$ cat config.mk
export PLATFORM = sky130hd
export DESIGN_NAME = two_source_packet_arbiter_core
export DESIGN_NICKNAME = d
export VERILOG_FILES = /design/src/hw/rtl/tpa_pkg.sv /design/src/hw/rtl/tpa_queue.sv /design/src/hw/rtl/two_source_packet_arbiter_core.sv
export SDC_FILE = /design/constraint.sdc
export NUM_CORES = 2
export LEC_CHECK = 0
export BUFFER_PORTS_ARGS = -buffer_cell sky130_fd_sc_hd__buf_2
export CAP_MARGIN = 30
export CORE_MARGIN = 2
export CORE_UTILIZATION = 43
export CTS_CLUSTER_SIZE = 14
export DETAILED_ROUTE_END_ITERATION = 10
export PLACE_DENSITY = 0.65
export SLEW_MARGIN = 20
export SYNTH_ARGS = -nofsm -noshare
export SYNTH_HDL_FRONTEND = slang
export SYNTH_SLANG_ARGS = --single-unit
$ cat constraint.sdc
create_clock -name clock -period 16.6 [get_ports clock]
set_input_delay 1.66 -clock clock [delete_from_list [all_inputs] [get_ports clock]]
set_output_delay 1.66 -clock clock [all_outputs]
set_load 0.1 [all_outputs]
$ cat src/hw/rtl/tpa_pkg.sv
`default_nettype none

package tpa_pkg;

   localparam int unsigned QUEUE_DEPTH = 16;
   localparam int unsigned HALF_WIDTH  = 64;
   localparam int unsigned FLIT_WIDTH  = 2 * HALF_WIDTH;

   // packet length field in the header flit
   localparam int unsigned LEN_MSB   = 11;
   localparam int unsigned LEN_LSB   = 7;
   localparam int unsigned LEN_WIDTH = LEN_MSB - LEN_LSB + 1;

   typedef enum logic [1:0] {
      MODE_IDLE = 2'd0,
      MODE_HOST = 2'd1,
      MODE_PIM  = 2'd2
   } tpa_mode_type;

   typedef struct packed {
      logic empty;
      logic full;
   } tpa_queue_status_type;

endpackage

`default_nettype wire

$ cat src/hw/rtl/tpa_queue.sv
`default_nettype none

module tpa_queue #(
   parameter int unsigned QUEUE_DEPTH = tpa_pkg::QUEUE_DEPTH
) (
   input  wire logic                                clock,
   input  wire logic                                reset,
   input  wire logic                                push,
   input  wire logic                                pop,
   input  wire logic [tpa_pkg::FLIT_WIDTH-1:0]      push_flit,
   output logic      [tpa_pkg::FLIT_WIDTH-1:0]      head_flit,
   output tpa_pkg::tpa_queue_status_type            status
);

   localparam int unsigned ADDR_WIDTH  = $clog2(QUEUE_DEPTH);
   localparam int unsigned COUNT_WIDTH = $clog2(QUEUE_DEPTH + 1);
   localparam logic [ADDR_WIDTH-1:0]  LAST_ADDR = ADDR_WIDTH'(QUEUE_DEPTH - 1);
   localparam logic [COUNT_WIDTH-1:0] FULL_COUNT = COUNT_WIDTH'(QUEUE_DEPTH);

   logic [tpa_pkg::FLIT_WIDTH-1:0] mem [QUEUE_DEPTH];

   logic [ADDR_WIDTH-1:0]          rd_ff, rd_in;
   logic [ADDR_WIDTH-1:0]          wr_ff, wr_in;
   logic [COUNT_WIDTH-1:0]         count_ff, count_in;
   logic [tpa_pkg::FLIT_WIDTH-1:0] head_ff;

   always_comb begin
      rd_in    = rd_ff;
      wr_in    = wr_ff;
      count_in = count_ff;
      if (pop) begin
         rd_in = (rd_ff == LAST_ADDR) ? '0 : rd_ff + 1'b1;
      end
      if (push) begin
         wr_in = (wr_ff == LAST_ADDR) ? '0 : wr_ff + 1'b1;
      end
      if (push && !pop) begin
         count_in = count_ff + 1'b1;
      end else if (pop && !push) begin
         count_in = count_ff - 1'b1;
      end
   end

   always_ff @(posedge clock) begin
      if (reset) begin
         rd_ff    <= '0;
         wr_ff    <= '0;
         count_ff <= '0;
      end else begin
         rd_ff    <= rd_in;
         wr_ff    <= wr_in;
         count_ff <= count_in;
      end
   end

   // head register reads ahead at the next read pointer; a write to that
   // same slot in this cycle is forwarded
   always_ff @(posedge clock) begin
      if (push) begin
         mem[wr_ff] <= push_flit;
      end
      if (push && (wr_ff == rd_in)) begin
         head_ff <= push_flit;
      end else begin
         head_ff <= mem[rd_in];
      end
   end

   assign head_flit    = head_ff;
   assign status.empty = (count_ff == '0);
   assign status.full  = (count_ff == FULL_COUNT);

endmodule

`default_nettype wire

$ cat src/hw/rtl/two_source_packet_arbiter_core.sv
`default_nettype none

// Channel   Dir  Ports            Contents
// req       in   req_t*           one clock tick: optional host flit, optional PIM flit
// rsp       out  rsp_t*           one result per request: sent flit, drop flags
//
// Every accepted request yields exactly one response, registered, in the next cycle.
// A new request is taken every cycle while the response register is free or
// being drained; throughput is set by that single output register.
// req_tready drops only while a response is held and rsp_tready is low.
// Synchronous active-high reset clears pointers, counts, mode, turn and the
// length counter; queue storage is left as is (no clearing pass).

module two_source_packet_arbiter_core #(
   parameter int unsigned QUEUE_DEPTH = tpa_pkg::QUEUE_DEPTH
) (
   input  wire logic           clock,
   input  wire logic           reset,

   input  wire logic           req_tvalid,
   output logic                req_tready,
   // [63:0] host_flit_low, [127:64] host_flit_high,
   // [191:128] pim_flit_low, [255:192] pim_flit_high
   input  wire logic [255:0]   req_tdata,
   // [0] host_valid, [1] pim_valid
   input  wire logic [1:0]     req_tuser,

   output logic                rsp_tvalid,
   input  wire logic           rsp_tready,
   // [63:0] out_flit_low, [127:64] out_flit_high
   output logic [127:0]        rsp_tdata,
   // [0] out_valid, [1] host_dropped, [2] pim_dropped
   output logic [2:0]          rsp_tuser
);

   localparam int unsigned FW = tpa_pkg::FLIT_WIDTH;
   localparam int unsigned LW = tpa_pkg::LEN_WIDTH;

   logic          fire;
   logic          host_valid, pim_valid;
   logic [FW-1:0] host_flit, pim_flit;

   logic [FW-1:0] host_head, pim_head;
   tpa_pkg::tpa_queue_status_type host_status, pim_status;

   tpa_pkg::tpa_mode_type mode_ff, mode_in;
   logic          turn_ff, turn_in;          // 0: host next, 1: PIM next
   logic [LW-1:0] left_ff, left_in;          // flits still owed in this packet

   logic          host_pop, pim_pop;
   logic          host_push, pim_push;
   logic          host_drop, pim_drop;
   logic          send_valid;
   logic [FW-1:0] send_flit;
   logic [FW-1:0] sel_head;
   logic          sel_empty;
   logic [LW-1:0] start_len, send_len;

   logic          rsp_valid_ff;
   logic [FW-1:0] rsp_data_ff;
   logic [2:0]    rsp_user_ff;

   assign req_tready = !rsp_valid_ff || rsp_tready;
   assign fire       = req_tvalid && req_tready;

   assign host_valid = req_tuser[0];
   assign pim_valid  = req_tuser[1];
   assign host_flit  = req_tdata[FW-1:0];
   assign pim_flit   = req_tdata[2*FW-1:FW];

   tpa_queue #(.QUEUE_DEPTH(QUEUE_DEPTH)) u_host_queue (
      .clock     (clock),
      .reset     (reset),
      .push      (fire && host_push),
      .pop       (fire && host_pop),
      .push_flit (host_flit),
      .head_flit (host_head),
      .status    (host_status)
   );

   tpa_queue #(.QUEUE_DEPTH(QUEUE_DEPTH)) u_pim_queue (
      .clock     (clock),
      .reset     (reset),
      .push      (fire && pim_push),
      .pop       (fire && pim_pop),
      .push_flit (pim_flit),
      .head_flit (pim_head),
      .status    (pim_status)
   );

   // queue currently being drained
   assign sel_head  = (mode_ff == tpa_pkg::MODE_PIM) ? pim_head : host_head;
   assign sel_empty = (mode_ff == tpa_pkg::MODE_PIM) ? pim_status.empty : host_status.empty;

   // header length, zero taken as a single flit
   always_comb begin
      start_len = sel_head[tpa_pkg::LEN_MSB:tpa_pkg::LEN_LSB];
      if (start_len == '0) begin
         start_len = LW'(1);
      end
      send_len = (left_ff == '0) ? start_len : left_ff;
   end

   // arbiter: acts on queue contents from earlier ticks
   always_comb begin
      mode_in    = mode_ff;
      turn_in    = turn_ff;
      left_in    = left_ff;
      host_pop   = 1'b0;
      pim_pop    = 1'b0;
      send_valid = 1'b0;
      send_flit  = '0;
      unique case (mode_ff)
         tpa_pkg::MODE_HOST, tpa_pkg::MODE_PIM: begin
            // empty queue mid-packet: stall with nothing sent
            if (!sel_empty) begin
               send_valid = 1'b1;
               send_flit  = sel_head;
               host_pop   = (mode_ff == tpa_pkg::MODE_HOST);
               pim_pop    = (mode_ff == tpa_pkg::MODE_PIM);
               left_in    = send_len - 1'b1;
               if (send_len == LW'(1)) begin
                  mode_in = tpa_pkg::MODE_IDLE;
               end
            end
         end
         default: begin
            // idle (and the unused code): pick a source, send from next tick
            left_in = '0;
            mode_in = tpa_pkg::MODE_IDLE;
            if (!host_status.empty && pim_status.empty) begin
               mode_in = tpa_pkg::MODE_HOST;
            end else if (host_status.empty && !pim_status.empty) begin
               mode_in = tpa_pkg::MODE_PIM;
            end else if (!host_status.empty && !pim_status.empty) begin
               mode_in = turn_ff ? tpa_pkg::MODE_PIM : tpa_pkg::MODE_HOST;
               turn_in = !turn_ff;
            end
         end
      endcase
   end

   // arriving flits go in after this tick's send; a queue still full after it drops them
   assign host_drop = host_valid && host_status.full && !host_pop;
   assign pim_drop  = pim_valid && pim_status.full && !pim_pop;
   assign host_push = host_valid && !host_drop;
   assign pim_push  = pim_valid && !pim_drop;

   always_ff @(posedge clock) begin
      if (reset) begin
         mode_ff <= tpa_pkg::MODE_IDLE;
         turn_ff <= 1'b0;
         left_ff <= '0;
      end else if (fire) begin
         mode_ff <= mode_in;
         turn_ff <= turn_in;
         left_ff <= left_in;
      end
   end

   // response register
   always_ff @(posedge clock) begin
      if (reset) begin
         rsp_valid_ff <= 1'b0;
      end else if (fire) begin
         rsp_valid_ff <= 1'b1;
      end else if (rsp_tready) begin
         rsp_valid_ff <= 1'b0;
      end
   end

   always_ff @(posedge clock) begin
      if (fire) begin
         rsp_data_ff <= send_flit;
         rsp_user_ff <= {pim_drop, host_drop, send_valid};
      end
   end

   assign rsp_tvalid = rsp_valid_ff;
   assign rsp_tdata  = rsp_data_ff;
   assign rsp_tuser  = rsp_user_ff;

endmodule

`default_nettype wire

# After elaboration in Yosys (flattened, before gate mapping)
# Memories as Yosys holds them, arrays and structs flattened. A register that Yosys moved wholly into a read port is not among the register bits.
# Index checks and enable logic that the tools add are counted.
[op_classes]
add_sub_neg = 9
eq_ne = 11
muxes = 34
n_bitwise = 3
reduce_logical = 43
[op_table]
columns = ["op", "count"]
rows = [
  ["128-bit 2-to-1 mux", 1],
  ["5-bit 2-to-1 mux", 8],
  ["4-bit 2-to-1 mux", 6],
  ["5-bit logical NOT", 4],
  ["1-bit logical AND", 18],
  ["4-bit by 1-bit adder with 4-bit output, second input constant", 4],
  ["4-bit == test, second input constant", 4],
  ["5-bit by 1-bit subtractor with 5-bit output, second input constant", 3],
  ["2-bit 2-to-1 mux", 7],
  ["1-bit logical NOT", 12],
  ["1-bit 2-to-1 mux", 12],
  ["5-bit by 1-bit adder with 5-bit output, second input constant", 2],
  ["5-bit == test, second input constant", 2],
  ["2-bit nonzero test", 3],
  ["5-bit by 1-bit == test with 1-bit output, second input constant", 1],
  ["5-bit AND reduction", 1],
  ["2-bit != test, second input constant", 2],
  ["2-bit OR reduction", 2],
  ["1-bit NOT", 3],
  ["3-bit AND reduction", 1],
  ["2-bit by 1-bit == test with 1-bit output, second input constant", 1],
  ["2-bit == test, second input constant", 1],
  ["2-bit AND reduction", 1],
  ["1-bit logical OR", 1],
]
[totals]
register_bits = 166
mem_bits_rw = 4096
inputBits = 262
out_inout_bits = 133
word_cells = 115
mem_count = 2
[mem_list]
columns = ["name", "depth", "word_bits", "rd", "rd_clocked_by_memory_dff", "wr", "line", "source"]
rows = [
  ["u_host_queue.mem", 16, 128, 1, 1, 1, "tpa_queue.sv:20", "logic [tpa_pkg::FLIT_WIDTH-1:0] mem [QUEUE_DEPTH];"],
  ["u_pim_queue.mem", 16, 128, 1, 1, 1, "tpa_queue.sv:20", ""],
]

# Longest topological paths before layout
[depth]
depth_word = 13
ltp_mapped = 18
mapped_depth_nobuf = 17

# Hierarchy
# A second synthesis with hierarchy kept.
[hier_totals]
cells_unflattened = 6860
hier_area_um2 = 161805.2
[by_module_without_submodules]
columns = ["module", "n_inst", "cells_per_inst", "area_each_um2", "seq_area_each_um2"]
rows = [
  ["tpa_queue (u_host_queue)", 1, 3111, 77938.5, 61839.3],
  ["tpa_queue (u_pim_queue)", 1, 3240, 77291.6, 61839.3],
  ["two_source_packet_arbiter_core", 1, 509, 6575.1, 4113.9],
]

# Least setup slack after synthesis
# Ideal clock, no wire load.
[synth_path]
path_kind = "input to register"
start = "input rsp_tready"
end = "memory u_host_queue.mem[3][0] (netlist name), enable pin"
setup_ns = 0.771
arrival_ns = 14.032
required_ns = 15.829
setup_slack_ns = 1.797
path_stages = 7
n_path_buf = 0
cell_sequence = "nand2b_1 -> nand2_1 -> clkinv_1 -> nand2_1 -> nor2_1 -> nand2_1 -> nor3_1"
[synth_between]
elab_chain_len = 5
[synth_lines]
columns = ["item", "line", "source"]
rows = [
  ["start: declaration", "two_source_packet_arbiter_core.sv:29", "input wire logic rsp_tready,"],
  ["1-bit logical OR", "two_source_packet_arbiter_core.sv:63", "assign req_tready = !rsp_valid_ff || rsp_tready;"],
  ["1-bit logical AND", "two_source_packet_arbiter_core.sv:64", "assign fire = req_tvalid && req_tready;"],
  ["named net fire", "two_source_packet_arbiter_core.sv:39", "logic fire;"],
  ["1-bit logical AND", "two_source_packet_arbiter_core.sv:74", ".push (fire && host_push),"],
  ["named net u_host_queue.push", "tpa_queue.sv:8", "input wire logic push,"],
  ["1-bit 2-to-1 mux", "tpa_queue.sv:59", "if (push) begin"],
  ["1-bit 2-to-1 mux (not written as such)", "tpa_queue.sv:60", "mem[wr_ff] <= push_flit;"],
  ["end: declaration", "tpa_queue.sv:20", ""],
]
# The timed path passes the listed nets, and every way through them passes these cells.

# Worst setup path in the final report
[layout_path]
start = "register mode_ff[0]"
end = "memory u_host_queue.mem[15][25] (netlist name), enable pin"
[layout_between]
elab_chain_len = 11
elab_cells_between_ends = 13
cone_classes = "eq/ne: 2; mux: 5; reduce/logical: 6"
[layout_lines]
columns = ["item", "line", "source"]
rows = [
  ["start: declaration", "two_source_packet_arbiter_core.sv:46", "tpa_pkg::tpa_mode_type mode_ff, mode_in;"],
  ["start signal: assignment", "two_source_packet_arbiter_core.sv:151", "mode_ff <= tpa_pkg::MODE_IDLE;"],
  ["start signal: assignment", "two_source_packet_arbiter_core.sv:155", "mode_ff <= mode_in;"],
  ["2-bit == test", "two_source_packet_arbiter_core.sv:93, two_source_packet_arbiter_core.sv:113", ""],
  ["1-bit 2-to-1 mux", "two_source_packet_arbiter_core.sv:93", "assign sel_empty = (mode_ff == tpa_pkg::MODE_PIM) ? pim_status.empty : host_status.empty;"],
  ["1-bit 2-to-1 mux", "two_source_packet_arbiter_core.sv:116", "if (!sel_empty) begin"],
  ["1-bit 2-to-1 mux *", "two_source_packet_arbiter_core.sv:113", "unique case (mode_ff)"],
  ["1-bit logical NOT *", "two_source_packet_arbiter_core.sv:144", "assign host_drop = host_valid && host_status.full && !host_pop;"],
  ["1-bit logical AND *", "two_source_packet_arbiter_core.sv:144", ""],
  ["1-bit logical NOT *", "two_source_packet_arbiter_core.sv:146", "assign host_push = host_valid && !host_drop;"],
  ["1-bit logical AND *", "two_source_packet_arbiter_core.sv:146", ""],
  ["1-bit logical AND *", "two_source_packet_arbiter_core.sv:74", ""],
  ["named net u_host_queue.push", "tpa_queue.sv:8", ""],
  ["1-bit 2-to-1 mux *", "tpa_queue.sv:59", ""],
  ["1-bit 2-to-1 mux (not written as such) *", "tpa_queue.sv:60", ""],
]
# The timed path passes the listed nets; every way through them passes the cells marked *.

==> metrics.txt <==
relative slew slack=22.1%; XOR/XNOR Fraction of Synth Area=0.0759%; Crit. End Element=flip-flop; die height=617 um; pin count of the biggest net entering global routing=161; simple-gate area share of the yosys netlist=1.07%; vias in the first global route=75792; DR vias=74513; total gr overflow=0; VDD IR-drop max=101 uV; die area=381000 um^2; CTS Sinks=4270; Total GRT Usage=21.4%; # resized after CTS=0; CTS HTree Levels=5; Final Slew Violations=0; Synth Cell Area=162000 um^2; power per cell area=121 nW/um^2; class of the most critical setup path=reg -> reg; Yosys cell types=58; outcome=complete, no violations; worst slew pin tran=1.17 ns; Critical-path top delay cell=buf_4; Post-Syn Nets=6905; RSZ-0062 raised after global routing=false; mux cell area share after synthesis=17.8%; crit path time final=5.76 ns; placed cell count=11820; top post-synthesis cells by count=4227 x edfxtp_1, 1246 x mux4_2, 289 x nand2_1; Skew-Pair Late Insertion Delay=0.96 ns; post-CTS setup buffer count=0; critical path cell sequence=inv_1, ha_4, buf_4, nor3_1, a21oi_1, nand2b_4, inv_2, a211oi_1, nor2_1, buf_4, nand2_1, nor2_4, buf_4, buf_4; routed length per instance=32.3 um; CP arrival=6.34 ns; Starting Density=43.1%; Post-Synth Adder-Cell Area=0.211%; max-cap check violation count=0; Yosys reg bits=4270; Crit path largest cell delay=0.88 ns; Synth area leaders=edfxtp_1 79%, mux4_2 17%, nand2_1 0.67%; Final period util=34.7%; Die W=617 um; cts hold-fix bufs=0; Final Skew=0.0509 ns; count leader, synth=edfxtp_1; core area=375000 um^2; area growth from synthesis to layout=13.9%; root buf cell=clkbuf_16; Rows=225; Critical Path RT=17.18 ns; Max FO, Critical Path=45; GP Congestion=0.784; clock tree from TritonCTS=done; sum of negative setup slack=0 ns; Buffers on Ports=394; Post-synth EDFFs=4227; initial DRC count=8503; Worst R2R Start=mode_ff[0]$_SDFFE_PP0P_; min setup slack post-route=10.84 ns; first-pass GRT wire length=578 mm; drt pass-1 iters=5; Synth Instances=6617; area fraction in compound gates after synthesis=0.795%; fin util=49.1%; Vias per Instance=5.87; Seq/Total Area, Yosys=79.1%; Leak=0.0556 uW; Largest delay share family, worst path=buffers and inverters; Total Power=22300 uW; Synth top area share=78.6%; Worst-path clk slew=0.07 ns; ANT nets after route=0; Crit path top cell by count=buf_4; hpwl dp=233 mm; main combinational cell family by area after synthesis=multiplexers; fin nets=7549; initial antenna violation count=173; Synth Warn #=0; clk buf depth=4; FMAX=0.174 GHz; DRC=0; share of cells above drive strength 1=32.1%; area leader, netlist=edfxtp_1; worst hold path startpoint=u_pim_queue.rd_ff[1]$_SDFF_PP0_; CP bufs+invs=6; main flop type after synthesis=edfxtp_1; Avg Cell Area, Syn=24.4 um^2; CP startpoint kind=flip-flop; clock buffer count from CTS=422; Layout Cells excl Fill=12703; Hold WC Path Type=reg -> reg; drt total wl=410 mm; Ports=395; setup violators final=0; Setup WS pre-CTS=9.70 ns; Post-synth ARST share=0%; final hold vios=0; start point of the critical path=mode_ff[0]$_SDFFE_PP0P_
logic make-up after synthesis:
logic type | count (synthesis)
DFF | 4270
and+or+nand+nor | 415
xor gates and xnor gates | 14
adders and majority gates | 26
AOI/OAI and AO/OA | 223
muxes | 1308
buffers and inverters | 361
layout by cell type (no fill, tap or decap), types with 9 or more instances in the layout:
cell and count:
o21ai_0 14, buf_16 15, nand2b_1 9, nor2_1 36, edfxtp_1 4227, clkinvlp_4 10, bufinv_16 31, clkinv_2 75
diode_2 96, buf_12 24, clkinv_1 113, dfxtp_1 35, nor2_4 24, buf_2 394, ha_1 23, a21oi_1 152
mux4_2 1246, mux2i_1 54, nand2_1 289, clkbuf_1 88, inv_1 16, clkbuf_16 432, buf_4 126, inv_6 14
nor2b_1 12, nor3_1 12
path summary, 6_finish.rpt:
kind,to,slack (ns),depth (start not counted)
setup / recovery,u_host_queue.mem[15][25]$_DFFE_PP_,10.84,14
hold / removal,flip-flop,0.50,2
setup reg to reg,u_host_queue.mem[15][25]$_DFFE_PP_,10.84,14
hold reg to reg,flip-flop,0.50,2
layout make-up:
class                   instances  area [um^2]
flip-flops and latches       4270       128000
inverters                      19         83.8
repair buffers                562         3850
fillers                     29481       191000
multi-input cells            1986        32400
clock inverters               255         2170
diodes                         96          240
well taps                    4994         6250
clock buffers                 521        11200
layer usage:
metal  routed length, um  GRT usage, %  vias up
met5                 364             0        -
met4               15300          7.97       56
met3               30000          3.69      773
met2              208000          35.7     3187
met1              156000          28.2    40659
li1                    -             -    29838
registers in the layout, summed over array words and instances, names as in the netlist, 2 cells and up, named ones only:
name                   flops
u_host_queue.count_ff      5
u_host_queue.wr_ff         4
u_host_queue.mem        2048
u_pim_queue.rd_ff          4
left_ff                    5
u_host_queue.rd_ff         4
rsp_tdata                128
u_pim_queue.count_ff       5
u_pim_queue.mem         2048
u_pim_queue.wr_ff          4
mode_ff                    2
rsp_tuser                  3
where the power goes:
part | switching, uW | total, uW | internal, uW | leakage [uW]
clock network | 3980 | 9230 | 5250 | 0.00651
logic | 781 | 1030 | 249 | 0.0105
registers | 53.2 | 12000 | 12000 | 0.0386
stage by stage:
stage | hold slack, ns | instance area, um^2
2_1_floorplan | 0.446 | 162000
3_3_place_gp | 0.467 | 170000
3_5_place_dp | 0.477 | 170000
4_1_cts | 0.495 | 183000
5_1_grt | 0.528 | 184000
6_report | 0.501 | 184000
worst reg2reg max path, delay by kind of cell (launching register included):
kind                     cells  cell delay, ns
buffers and inverters        6            2.63
AND/OR/NAND/NOR              5            1.59
AO/OA/AOI/OAI                2            0.41
adder cells (fa/ha/maj)      1            0.40
flip-flops                   1            0.32
(Power assumes the default switching activity.)
